--- src/hw/rtl/sud_pkg.sv ---
`timescale 1ns / 1ps
`default_nettype none
// ----------------------------------------------------------------------------
// sud_pkg
// Shared types and port width for the pipelined signed/unsigned divider.
// ----------------------------------------------------------------------------
package sud_pkg;

	localparam int unsigned PortWidth = 64;

	// Sign handling information carried alongside the magnitude division.
	typedef struct packed {
		logic neg_q;
		logic neg_r;
	} sign_ctl_t;

endpackage
`default_nettype wire

--- src/hw/rtl/sud_stage.sv ---
`timescale 1ns / 1ps
`default_nettype none
// ----------------------------------------------------------------------------
// sud_stage
// One restoring division step with its pipeline register.
// ----------------------------------------------------------------------------
module sud_stage #(
	parameter int unsigned W = 64
) (
	input  wire logic                clk,
	input  wire logic                arst_n,
	input  wire logic                en,
	input  wire logic                vld_in,
	input  wire logic [W-1:0]        num_in,
	input  wire logic [W-1:0]        den_in,
	input  wire logic [W-1:0]        rem_in,
	input  wire sud_pkg::sign_ctl_t  sgn_in,
	output logic                     vld_s1,
	output logic [W-1:0]             num_s1,
	output logic [W-1:0]             den_s1,
	output logic [W-1:0]             rem_s1,
	output sud_pkg::sign_ctl_t       sgn_s1
);

	logic [W:0] shifted;
	logic [W:0] diff;
	logic       take;

	// The numerator is shifted left each step; its top bit feeds the remainder
	// and the freed low bit collects the quotient bit.
	assign shifted = {rem_in, num_in[W-1]};
	assign diff    = shifted - {1'b0, den_in};
	assign take    = ~diff[W];

	always_ff @(posedge clk or negedge arst_n) begin
		if (!arst_n) begin
			vld_s1 <= 1'b0;
		end else if (en) begin
			vld_s1 <= vld_in;
		end
	end

	always_ff @(posedge clk) begin
		if (en) begin
			num_s1 <= {num_in[W-2:0], take};
			den_s1 <= den_in;
			rem_s1 <= take ? diff[W-1:0] : shifted[W-1:0];
			sgn_s1 <= sgn_in;
		end
	end

endmodule
`default_nettype wire
--- config.mk ---
export PLATFORM = sky130hd
export DESIGN_NAME = sud_stage
export DESIGN_NICKNAME = d
export VERILOG_FILES = /design/src/hw/rtl/sud_pkg.sv /design/src/hw/rtl/sud_stage.sv
export SDC_FILE = /design/constraint.sdc
export NUM_CORES = 1
export LEC_CHECK = 0
export BUFFER_PORTS_ARGS = -buffer_cell sky130_fd_sc_hd__buf_2
export CELL_PAD_IN_SITES_DETAIL_PLACEMENT = 0
export CELL_PAD_IN_SITES_GLOBAL_PLACEMENT = 1
export CORE_MARGIN = 3
export CORE_UTILIZATION = 40
export DETAILED_ROUTE_END_ITERATION = 8
export GPL_TIMING_DRIVEN = 0
export HOLD_SLACK_MARGIN = 0.02
export PLACE_DENSITY_LB_ADDON = 0.12
export SYNTH_ARGS = -nofsm -noshare
export SYNTH_HDL_FRONTEND = slang
export SYNTH_SLANG_ARGS = --single-unit
--- constraint.sdc ---
create_clock -name clk -period 1.8 [get_ports clk]
set_clock_uncertainty 0.1 [all_clocks]
set_input_delay 0.27 -clock clk [delete_from_list [all_inputs] [get_ports clk]]
set_output_delay 0.27 -clock clk [all_outputs]
set_load 0.005 [all_outputs]
==> results.toml <==
[critical_path]
end_kind = "flip-flop"
cp.arrival_ns = 3.08
cpPeakStageDelay_ns = 0.61
crit-reg2reg-launch = "vld_s1"
critPathRequiredTime_ns = 1.89
crit_top_cell = "or4b_4"
crit_end = "rem_s1[51]"
critPathKind = "in -> reg"
cp_slowest_cell = "or4b_4"
crit_start = "den_in[24]"
cp_cell_sequence = "buf_6 > inv_2 > ha_4 > a21oi_2 > nor2_1 > or4b_4 > or4b_4 > and4_4 > o21ai_4 > a31oi_4 > or3_1 > a31o_2"
reg2reg_depth = 1
reg2reg_to = "vld_s1"
critPathMaxFanout = 5
r2r_slack_ns = 0.96
cp-start-kind = "primary input"

[routing]
ant_nets = 0
drt_iter0_markers = 570
drt-met1-wl_mm = 14.9
wl_mm = 35.3
vias = 9639
met3WireLength_mm = 2.47
post_drt_wl_per_cell_um = 18.7
top_layer = "met5"
drc = 0
dr_wl_met2_mm = 17.4
drtPass1Iterations = 6
viasPerCell = 5.10

[clock_network]
tritoncts.num_buffers = 17
cts-root-buf = "clkbuf_16"
cts.htree.levels = 4
insertion_delay_ns = 0.43
clkTransAtPathRegs_ns = 0.09
clkSinkCount = 195
clockBufferDepth = 2
cts_tree = "yes"

[logic_synthesis]
syn_nets = 1222
ys.warnings.count = 0
avgSynthCellArea_um2 = 11.5
synth_area_leaders = "edfxtp_1, ha_1, mux2_2"
syn_inst = 959
yosysTopAreaCellShare_pct = 52.7
synthArstFlopShare_pct = 0.513
yosys.area.top_type = "edfxtp_1"
netlist_area_mm2 = 0.0111
yosys-top-cells-count = "edfxtp_1, inv_1, a21oi_1"
synth_ff_type = "edfxtp_1"
synth_cell_types = 76
synth_edf_count = 194
ys_seq_area_share_pct = 52.9
synth_seq_cells = 195
yosysMostFrequentCell = "edfxtp_1"

[power_and_ir_drop]
p_int_uw = 9590
seqPwrFrac_pct = 41.6
ir_drop_v = 0.000591
p_per_area_mw_per_mm2 = 823
swShare_pct = 30.4
leakage_uw = 0.00721
switchingPower_uw = 4180
pwr-share-clk_pct = 28.9
p_comb_share_pct = 29.5

[place]
port_buffers = 392
pre_cts_slack_ns = -2.36
post-place-cells = 1693
gp_congestion = 0.813
post-dp-hpwl_mm = 25.6
place_area_mm2 = 0.0137

[global_routing]
antenna_found_initial = 4
grt_pass1_vias = 9608
track_usage_pct = 22.8
grt_pass1_wl_mm = 52.5
grt_overflow = 0
grt_max_degree = 112

[sta]
clock.fmax_mhz = 334
hold_slack_ns = 0.0440
setup_violations = 65
setup_ws_ns = -1.20
setup_tns_ns = -71.18
tightest_slew_ns = 0.723
hold_viol_final = 0
finalCritPeriodShare_pct = 167
rsz0062_at_grt = "true"
slew_headroom_pct = 51.8
maxSlewViolCount = 0
period_needed_ns = 3.00

[cells_and_area]
area_delta_synth_final_pct = 51.4
layout.cells.non_filler = 1890
nNetsFinal = 1797
multi_input_area_mm2 = 0.00544
n_fill_cell = 2258
regArea_mm2 = 0.00585
final_layout_size_suffix_gt1_share_pct = 42.9
fin_area_mm2 = 0.0167

[floorplanning]
fp-row-count = 60
fp.dieW_um = 172
num_io_pins = 393
start_util_pct = 40.9
die_area_mm2 = 0.0297
core_mm2 = 0.0270
chipHeight_um = 172

[run]
maxCapViolCount = 0

[min_path]
worst_hold_path_type = "in -> reg"

[outcome]
status = "finished, violations left"
violations = "setup timing"
-- timing repair --
| item | CTS | global route |
|---|---|---|
| setup endpoints to repair | 65 | 65 |
| resized for setup | 85 | 82 |
| hold buffers | 131 | 0 |
| buffers inserted | 28 | 21 |
| cloned | 1 | 1 |
| pin swaps | 32 | 31 |
| hold endpoints to repair | 131 | 0 |
-- worst max-delay path: cells and delay by family --
kind            cells  cell delay, ns
simple gates        5            1.73
compound gates      4            0.70
fa+ha+maj           1            0.22
buf+inv             2            0.16
-- per-layer routing --
layer | track usage [%] | vias up
li1 | - | 4708
met1 | 28.6 | 4594
met2 | 39.7 | 303
met3 | 6.29 | 28
met4 | 4.48 | 6
met5 | 0 | -
-- worst min path at each step --
stage	slack [ns]	start	depth (start not counted)	endpoint
3_3_place_gp	-0.06	arst_n	1	vld_s1
5_1_grt	0.02	rem_in[10]	2	rem_s1[11]
6_report	0.04	rem_in[47]	2	rem_s1[48]
2_1_floorplan	-0.13	arst_n	0	vld_s1
3_5_place_dp	-0.05	arst_n	1	vld_s1
4_1_cts	0.03	arst_n	2	vld_s1
-- stage by stage --
step	total power (uW)	utilization [%]
final	13800	61.9
after detailed placement	9100	50.7
after global placement	9090	50.6
after floorplan	7750	-
after CTS	13600	60.2
after global routing	14500	61.9
-- flip-flops by register name (all words and copies together) (netlist names) --
name,cells
den_s1,64
num_s1,64
rem_s1,64
sgn_s1,2
vld_s1,1
-- final cells by class --
class                      count  area share [%]
buffer                        18            1.02
tap                          341            2.55
inverter                      88            2.20
clock inverter                14            1.07
antenna                        2          0.0299
timing repair buffer         573            23.1
clock buffer                  18            2.57
multi-input combinational    641            32.5
sequential                   195            35.0
-- power groups by stage --
stage	registers, uW	clock network, uW	logic, uW
final	5730	3980	4070
after global routing	5780	4240	4450
after CTS	5730	4060	3860
after detailed placement	5820	0	3280
after global placement	5840	0	3250
after floorplan	5920	0	1830
-- logic make-up (layout without fill, tap and decap cells) --
kind of cell	Yosys count	after routing	share of synthesized area (%)
AO/OA/AOI/OAI	240	240	14.2
XOR/XNOR	54	54	4.28
adder cells (fa/ha/maj)	65	65	7.43
buffers and inverters	123	711	4.73
flip-flops	195	195	52.9
multiplexers	60	60	6.05
other	0	2	0
AND/OR/NAND/NOR	222	222	10.4
-- layout by cell type (no fill, tap or decap), types with 6 or more instances in the layout --
cell type,instances
buf_2,379
edfxtp_1,194
dlygate4sd3_1,131
inv_1,73
nand2_1,64
a21oi_1,61
mux2_2,49
nor2_1,43
buf_4,42
o21ai_0,36
ha_1,34
a21o_1,32
xnor2_1,32
ha_4,23
xor2_1,22
nand4_1,20
clkbuf_16,18
buf_6,17
a21oi_2,16
nor3_1,12
nor2b_1,12
o21bai_1,11
nand3_1,10
inv_2,9
mux2i_1,9
clkbuf_1,8
o21a_1,8
nand2b_1,8
clkinv_8,7
ha_2,7
and3_1,6
a31oi_1,6
buf_12,6
No activity file was read; power rests on OpenSTA's default activity.
